==> config.mk <==
export PLATFORM = sky130hd
export DESIGN_NAME = blind_remote_frame_pulse_encoder_core
export DESIGN_NICKNAME = d
export VERILOG_FILES = /design/src/design/brfpe_pkg.sv /design/src/design/brfpe_frame.sv /design/src/design/brfpe_seq.sv /design/src/design/blind_remote_frame_pulse_encoder_core.sv
export SDC_FILE = /design/constraint.sdc
export NUM_CORES = 1
export LEC_CHECK = 0
export BUFFER_PORTS_ARGS = -buffer_cell sky130_fd_sc_hd__buf_2
export CAP_MARGIN = 15
export CORE_ASPECT_RATIO = 0.8
export CORE_MARGIN = 8
export CORE_UTILIZATION = 62
export CTS_CLUSTER_DIAMETER = 150
export DETAILED_ROUTE_END_ITERATION = 8
export GPL_TIMING_DRIVEN = 0
export PLACE_DENSITY = 0.86
export SYNTH_ARGS = -nofsm -noshare
export SYNTH_HDL_FRONTEND = slang
export SYNTH_HIERARCHICAL = 1
export SYNTH_SLANG_ARGS = --single-unit
==> constraint.sdc <==
create_clock -name clk -period 9.4 [get_ports clk]
set_clock_uncertainty 0.15 [all_clocks]
set_input_delay 0.47 -clock clk [delete_from_list [all_inputs] [get_ports clk]]
set_output_delay 0.47 -clock clk [all_outputs]
set_load 0.05 [all_outputs]
==> src/design/brfpe_pkg.sv <==
// Shared types, constants and pulse lookup for the blind remote frame pulse encoder.
package brfpe_pkg;

	localparam int UsW = 12;
	localparam int FrameBits = 40;
	localparam int IdxW = 6;
	localparam int PreambleLen = 5;
	localparam logic [IdxW-1:0] LastIdx = 6'd45;

	typedef logic [UsW-1:0] us_t;
	typedef logic [IdxW-1:0] idx_t;
	typedef logic [FrameBits-1:0] frame_t;

	typedef enum logic [1:0] {
		KIND_UP   = 2'd0,
		KIND_DOWN = 2'd1,
		KIND_STOP = 2'd2
	} kind_t;

	localparam logic [7:0] CmdUp   = 8'hC0;
	localparam logic [7:0] CmdDown = 8'h10;
	localparam logic [7:0] CmdStop = 8'h50;
	localparam logic [7:0] UnitMask = 8'h0F;
	localparam logic [7:0] FixedByte = 8'd192;

	localparam us_t BitLong  = 12'd670;
	localparam us_t BitShort = 12'd270;
	localparam us_t TrailHi  = 12'd630;
	localparam us_t TrailLo  = 12'd50;

	typedef struct packed {
		us_t  hi;
		us_t  lo;
		logic last;
	} pulse_t;

	function automatic pulse_t pulse_lookup(input idx_t idx, input frame_t frame);
		pulse_t p;
		idx_t   bidx;
		p    = '{hi: TrailHi, lo: TrailLo, last: 1'b0};
		bidx = idx - idx_t'(PreambleLen);
		case (idx)
			6'd0: p = '{hi: 12'd2450, lo: 12'd10, last: 1'b0};
			6'd1: p = '{hi: 12'd2450, lo: 12'd2450, last: 1'b0};
			6'd2: p = '{hi: 12'd630, lo: 12'd10, last: 1'b0};
			6'd3: p = '{hi: 12'd630, lo: 12'd10, last: 1'b0};
			6'd4: p = '{hi: 12'd350, lo: 12'd350, last: 1'b0};
			default: begin
				if (idx >= LastIdx) begin
					p = '{hi: TrailHi, lo: TrailLo, last: 1'b1};
				end else if (frame[bidx]) begin
					p = '{hi: BitLong, lo: BitShort, last: 1'b0};
				end else begin
					p = '{hi: BitShort, lo: BitLong, last: 1'b0};
				end
			end
		endcase
		return p;
	endfunction

endpackage

==> src/design/brfpe_frame.sv <==
// Builds the five frame bytes (with checksum) from one command.
module brfpe_frame (
	input  logic [1:0]           kind,
	input  logic [15:0]          house,
	input  logic [3:0]           unit,
	output brfpe_pkg::frame_t    frame
);

	logic [7:0] b0, b1, b2, b3, b4, cmd;
	logic [7:0] sum;

	always_comb begin
		unique case (kind)
			brfpe_pkg::KIND_UP:   cmd = brfpe_pkg::CmdUp;
			brfpe_pkg::KIND_DOWN: cmd = brfpe_pkg::CmdDown;
			brfpe_pkg::KIND_STOP: cmd = brfpe_pkg::CmdStop;
			default:              cmd = 8'h00;
		endcase
		b0  = house[15:8];
		b1  = house[7:0];
		b2  = ({4'h0, unit} & brfpe_pkg::UnitMask) | cmd;
		b3  = brfpe_pkg::FixedByte;
		sum = b0 + b1 + b2 + b3;
		b4  = 8'd1 - sum;
	end

	assign frame = {b4, b3, b2, b1, b0};

endmodule

==> src/design/brfpe_seq.sv <==
// Frame register, pulse index counter and output result register.
module brfpe_seq (
	input  logic                 clk,
	input  logic                 arst_n,
	input  logic                 load,
	input  brfpe_pkg::frame_t    frame,
	output logic                 busy_done,
	output logic                 active,
	input  logic                 out_ready,
	output logic                 out_valid,
	output brfpe_pkg::pulse_t    out_pulse
);

	brfpe_pkg::frame_t frame_q;
	brfpe_pkg::idx_t   idx_q;
	logic              active_q;
	logic              valid_q;
	brfpe_pkg::pulse_t pulse_q;
	logic              adv;

	assign adv       = active_q && (!valid_q || out_ready);
	assign busy_done = adv && (idx_q == brfpe_pkg::LastIdx);
	assign active    = active_q;
	assign out_valid = valid_q;
	assign out_pulse = pulse_q;

	always_ff @(posedge clk or negedge arst_n) begin
		if (!arst_n) begin
			active_q <= 1'b0;
			idx_q    <= '0;
		end else if (load) begin
			active_q <= 1'b1;
			idx_q    <= '0;
		end else if (busy_done) begin
			active_q <= 1'b0;
			idx_q    <= '0;
		end else if (adv) begin
			idx_q <= idx_q + 6'd1;
		end
	end

	always_ff @(posedge clk) begin
		if (load) begin
			frame_q <= frame;
		end
		if (adv) begin
			pulse_q <= brfpe_pkg::pulse_lookup(idx_q, frame_q);
		end
	end

	always_ff @(posedge clk or negedge arst_n) begin
		if (!arst_n) begin
			valid_q <= 1'b0;
		end else if (adv) begin
			valid_q <= 1'b1;
		end else if (out_ready) begin
			valid_q <= 1'b0;
		end
	end

	a_load_idle: assert property (@(posedge clk) disable iff (!arst_n)
		load |-> (!active_q || busy_done))
		else $error("load while frame in progress");

	a_load_start: assert property (@(posedge clk) disable iff (!arst_n)
		load |=> (active_q && idx_q == '0))
		else $error("load did not start frame");

	a_idx_range: assert property (@(posedge clk) disable iff (!arst_n)
		active_q |-> (idx_q <= brfpe_pkg::LastIdx))
		else $error("pulse index out of range");

	a_last_tag: assert property (@(posedge clk) disable iff (!arst_n)
		adv |=> (pulse_q.last == ($past(idx_q) == brfpe_pkg::LastIdx)))
		else $error("last flag mismatch");

	a_idle_idx: assert property (@(posedge clk) disable iff (!arst_n)
		!active_q |-> (idx_q == '0))
		else $error("index not cleared when idle");

endmodule

==> src/design/blind_remote_frame_pulse_encoder_core.sv <==
// Top level of the blind remote frame pulse encoder.
//  channel | dir | fields (tdata low bit up)           | notes
//  s_*     | in  | kind[1:0] house[17:2] unit[21:18]    | one command per transaction
//  m_*     | out | high_us[11:0] low_us[23:12], tlast   | 46 pulse transactions per command
// Each command yields 46 results, one per cycle while m_tready is high.
// A pulse index counter over the registered frame steps through the 46 pulses.
// The next command is taken in the cycle the trailer enters the output register.
// Output stalls hold the counter; arst_n clears control state only.
module blind_remote_frame_pulse_encoder_core (
	input  logic        clk,
	input  logic        arst_n,
	input  logic        s_tvalid,
	output logic        s_tready,
	input  logic [23:0] s_tdata,   // kind[1:0], house[17:2], unit[21:18], zero pad
	output logic        m_tvalid,
	input  logic        m_tready,
	output logic [23:0] m_tdata,   // high_us[11:0], low_us[23:12]
	output logic        m_tlast
);

	brfpe_pkg::frame_t frame;
	brfpe_pkg::pulse_t pulse;
	logic              done, active, load;

	assign s_tready = !active || done;
	assign load     = s_tvalid && s_tready;

	brfpe_frame u_frame (
		.kind  (s_tdata[1:0]),
		.house (s_tdata[17:2]),
		.unit  (s_tdata[21:18]),
		.frame (frame)
	);

	brfpe_seq u_seq (
		.clk       (clk),
		.arst_n    (arst_n),
		.load      (load),
		.frame     (frame),
		.busy_done (done),
		.active    (active),
		.out_ready (m_tready),
		.out_valid (m_tvalid),
		.out_pulse (pulse)
	);

	assign m_tdata = {pulse.lo, pulse.hi};
	assign m_tlast = pulse.last;

endmodule
* Word-level counts from Yosys, hierarchy flattened *
Index checks and enable logic that the tools add are counted.

word-level totals
  register bits = 65
  input port bits = 28
  output and inout bits = 27
  logic and storage cells = 49

operators by class
  add/sub/neg operators = 6
  order comparisons = 2
  equality and inequality tests = 7
  muxes and demuxes = 13
  bitwise gates (word level) = 1
  reduce and logical (&&, ||, !) cells = 13

operators with widths
  operator                                                     number
  one-hot mux 25 bit (4 select lines)                          1
  2-to-1 mux 25 bit                                            1
  one-hot mux 8 bit (3 select lines)                           1
  2-to-1 mux 23 bit                                            1
  2-to-1 mux 6 bit                                             3
  adder 8 bit                                                  2
  equality test 6 x 2 -> 1 bit (second input constant)         2
  adder 8 bit (second input constant)                          1
  OR 4 x 8 -> 8 bit                                            1
  subtractor 1 x 8 -> 8 bit (first input constant)             1
  less-than comparator 6 x 7 -> 1 bit (second input constant)  1
  adder 6 x 1 -> 6 bit (second input constant)                 1
  binary-select mux 1 bit (select 6 bit)                       1
  equality test 6 x 1 -> 1 bit (second input constant)         1
  equality test 6 x 3 -> 1 bit (second input constant)         1
  equality test 6 bit (second input constant)                  1
  >= comparator 6 bit (second input constant)                  1
  logical NOT 6 bit                                            1
  subtractor 6 x 3 -> 6 bit (second input constant)            1
  2-to-1 mux 1 bit                                             5
  nonzero test 2 bit                                           2
  logical AND 1 bit                                            3
  nonzero test 3 bit                                           1
  equality test 2 x 1 -> 1 bit (second input constant)         1
  5 further kinds                                              7

* Depth between registers and ports, before layout *
  depth in word-level cells = 7
  depth in mapped cells = 12
  depth with buffers taken out = 12

* Modules after synthesis *
Netlist, hierarchy kept.

modules (own cells, without submodules)
  module                                 times used  cells each  area an instance (um^2)  sequential area each (um^2)
  brfpe_seq                              1           183         2861.5                   1911.8
  brfpe_frame                            1           93          757.0                    0.0
  blind_remote_frame_pulse_encoder_core  1           2           22.5                     0.0

* Least setup slack after synthesis *
OpenSTA, ideal clock, no wires.

  path type = reg-to-reg
  start point = reg u_seq.idx_q[0]
  end point = reg u_seq.pulse_q, in the netlist u_seq/out_pulse[9] (data pin)
  setup time = 259 ps
  arrival time = 2611 ps
  data required time = 8991 ps
  slack = 6380 ps
  stages on the path, launching flop included = 12
  path buffers = 2
  period minus slack after synthesis = 3020 ps
  cell sequence = dfrtp_1 > clkbuf_8 > inv_1 > ha_1 > buf_4 > xnor2_4 > mux4_1 > mux2i_1 > o21ai_1 > o211ai_2 > nand2_2 > a211o_1

on the way
  word-level cells in the longest chain between the ends = 6
  elaborated cells between the ends (all ways) = 13
  those cells by class = add/sub: 1; order compare: 1; eq/ne: 4; mux: 5; reduce/logical: 2

ends and longest elaborated chain
  what                                     RTL line         source
  from (decl)                              brfpe_seq.sv:15  brfpe_pkg::idx_t idx_q;
  from (signal assigned)                   brfpe_seq.sv:38  idx_q <= idx_q + 6'd1;
  subtractor 6 x 3 -> 6 bit                brfpe_pkg.sv:41  bidx = idx - idx_t'(PreambleLen);
  binary-select mux 1 bit (select 6 bit)   brfpe_pkg.sv:51  end else if (frame[bidx]) begin
  2-to-1 mux 1 bit (not written as such)   brfpe_pkg.sv:51
  2-to-1 mux 23 bit                        brfpe_pkg.sv:51
  2-to-1 mux 25 bit                        brfpe_pkg.sv:49  if (idx >= LastIdx) begin
  one-hot mux 25 bit (4 select lines) (*)  brfpe_pkg.sv:42  case (idx)
  to (signal assigned)                     brfpe_seq.sv:47  pulse_q <= brfpe_pkg::pulse_lookup(idx_q, frame_q);
  to (decl)                                brfpe_seq.sv:18  brfpe_pkg::pulse_t pulse_q;

Mark *: on every way between the ends. The rest lies on a longest branch, timed or not. The select of a mux whose other input is x is not followed.
A chain may end at the register's enable or synchronous reset.

* Final worst setup path *
Same ends and word-level chain as after synthesis.

==> metrics.md <==
| Metric | Value |
|---|---|
| Pre-CTS worst setup slack | `6.03 ns` |
| Pleak | `1.89 nW` |
| Hold Fails Final Rpt | `0` |
| Antenna-violating nets left | `0` |
| Crit. End Element | `flip-flop` |
| Post-synth top cells | `edfxtp_1 (57), buf_4 (38), inv_1 (33), ha_1 (18), nand2_1 (13)` |
| First-pass GRT wire length | `10200 um` |
| Antenna violations before repair | `0` |
| Placement Cell Area | `4010 sq um` |
| F_max | `298 MHz` |
| Placed cells | `416` |
| Vias in the first global route | `2216` |
| Post-route cell area | `4200 sq um` |
| VDD IR max | `121 uV` |
| Ys async rst share | `12.3%` |
| Pwr/cell area | `305 nW/um^2` |
| Vias | `2119` |
| Number of remaining DRC errors | `0` |
| Cell variety after synth | `47` |
| Reg2Reg Depth | `11` |
| Slew Limit Fails | `0` |
| Yosys top cell area share | `47.0%` |
| Hold path depth | `2` |
| Yosys reg bits | `65` |
| CP required | `9.33 ns` |
| Root buffer cell | `clkbuf_8` |
| Num CTS Buffers | `9` |
| Fin crit period | `3.36 ns` |
| Initial core utilization | `62.9%` |
| Setup ws final | `6.04 ns` |
| Slew @ Worst Pin | `0.737 ns` |
| Final Cycle Share | `35.7%` |
| CTS tree | `done` |
| Synthesis-to-finish area growth | `15.3%` |
| TNS Setup | `0 ns` |
| Post-DP HPWL | `4550 um` |
| Slew HR | `50.8%` |
| Sink Count | `65` |
| Ant diodes | `0` |
| Cells after Synth | `278` |
| # hold bufs at CTS | `1` |
| Hold EP | `u_seq/frame_q[17]` |
| Largest cells by area after synthesis | `edfxtp_1 (47%), buf_4 (7.8%), ha_1 (6.2%), dfrtp_1 (5.5%), fa_1 (3.8%)` |
| Cell Rows | `25` |
| Total Wirelength | `6010 um` |
| Syn avg cell area | `13.1 sq um` |
| Finished Layout Cells | `432` |
| Core Footprint | `5790 sq um` |
| Syn. warnings | `6` |
| DIE AREA | `8600 sq um` |
| Largest net degree at the start of global routing | `44` |
| DRT Pass-1 Iters | `4` |
| DR WL/cell | `13.9 um` |
| Placer congestion estimate | `0.827` |
| Count leader, synth | `edfxtp_1` |
| Worst-path clk slew | `0.06 ns` |
| Maximum clock insertion buffer count | `2` |
| GRT Overall Usage | `15.5%` |
| Gr ovfl total | `0` |
| Setup CP Type | `reg2reg` |
| RSZ-0062 raised after global routing | `false` |
| Die Y-Extent | `84.5 um` |
| Final nets | `400` |
| Syn Std Cell Area | `3640 sq um` |
| Total of max-cap violations | `0` |
| Die width | `102 um` |
| PortBufs | `46` |
| Max H-tree Level | `3` |
| Reg-to-Reg Start | `u_seq/idx_q[0]` |
| Setup Viol. Count Final | `0` |
| Crit path max fanout | `10` |
| Commonest register cell after synthesis | `edfxtp_1` |
| Final core utilization | `72.5%` |
| R2R Setup Slk | `6.04 ns` |
| Crit path DAT | `3.29 ns` |
| Worst Hold Slack | `0.259 ns` |
| Number of synthesized flops with an enable pin | `57` |
| Hold Path Class | `in2reg` |
| Ports | `55` |
| Clk_lat worst skew | `0.33 ns` |
| Biggest area consumer among synthesized cells | `edfxtp_1` |
| Hold wc startpoint | `s_tdata[19]` |
| Seq/Total Area, Yosys | `52.5%` |
| Status | `finished, final reports clean` |
| Pwr Total | `1.28 mW` |
| Postcts setup bufs | `0` |
| Startpoint class of the critical path | `flip-flop` |
| Via-per-instance ratio | `4.91` |
| Worst reg2reg endpoint | `u_seq/out_pulse[9]` |
| PostCTS Resize Cnt | `0` |
| Share of layout cells above drive strength 1 | `32.5%` |
| Iter 0 DRT Violations | `81` |
power by group:
| part | internal, mW | total [mW] | switching, mW |
|---|---|---|---|
| clock | 0.117 | 0.210 | 0.0934 |
| sequential | 0.398 | 0.419 | 0.0206 |
| combinational | 0.252 | 0.653 | 0.400 |
flip-flops by register name, summed over array words and instances (netlist names):
name,flops
u_seq/idx_q,6
u_seq/out_valid,1
u_seq/out_pulse,17
u_seq/frame_q,40
u_seq/active,1
worst max-delay path, stage by stage (launching register included):
cell and delay (ns):
dfrtp_1 0.43, clkbuf_8 0.23, inv_1 0.12, ha_1 0.21
buf_4 0.17, xnor2_4 0.29, mux4_1 0.60, mux2i_1 0.16
o21ai_1 0.10, o211ai_2 0.20, nand2_2 0.14, a211o_1 0.32
layer usage:
layer	part of all wire [%]	wire, um	GRT usage, %	vias to the layer above
met1	42	2530	18.3	993
met3	7.1	424	6.61	7
met4	1.2	70	4.45	0
li1	-	-	-	1052
met5	0	0	0	-
met2	50	2980	25.0	67
area by class of cell:
cell class | instances | area [sq um]
Inverter | 33 | 124
Sequential cell | 65 | 1910
Clock inverter | 6 | 50.0
Fill cell | 386 | 1590
Timing Repair Buffer | 47 | 240
Buffer | 44 | 343
Tap cell | 81 | 101
Clock buffer | 9 | 124
Multi-Input combinational cell | 147 | 1300
placed cells by master, fill, tap and decap left out, types with 7 or more instances in the layout:
cell type  synthesis  routed
nor2_1             7       7
a21oi_1            9       9
buf_2              0      46
xnor2_1            9       9
dfrtp_1            8       8
fa_1               7       7
conb_1             4      15
nand2_1           13      13
o21ai_0            7       7
inv_1             33      33
edfxtp_1          57      57
ha_1              18      18
clkbuf_8           2      11
buf_4             38      38
how the worst max path moves through the flow:
stage                     depth (start not counted)            endpoint      startpoint
after floorplan                                  11  u_seq/out_pulse[9]  u_seq/idx_q[0]
after global placement                           11  u_seq/out_pulse[9]  u_seq/idx_q[0]
after detailed placement                         11  u_seq/out_pulse[9]  u_seq/idx_q[0]
after CTS                                        11  u_seq/out_pulse[9]  u_seq/idx_q[0]
after global routing                             11  u_seq/out_pulse[9]  u_seq/idx_q[0]
final                                            11  u_seq/out_pulse[9]  u_seq/idx_q[0]
logic make-up (layout without fill, tap and decap cells):
| logic type | after synthesis | after routing | share of synthesized area (%) |
|---|---|---|---|
| AND/OR/NAND/NOR | 44 | 44 | 6.32 |
| XOR/XNOR | 16 | 16 | 4.36 |
| buffers and inverters | 77 | 139 | 12.8 |
| other | 4 | 15 | 0.412 |
| adder cells (fa/ha/maj) | 25 | 25 | 10.0 |
| flip-flops | 65 | 65 | 52.5 |
| AO/OA/AOI/OAI | 33 | 33 | 5.81 |
| multiplexers | 14 | 14 | 7.73 |
No activity file was read; power rests on OpenSTA's default activity.
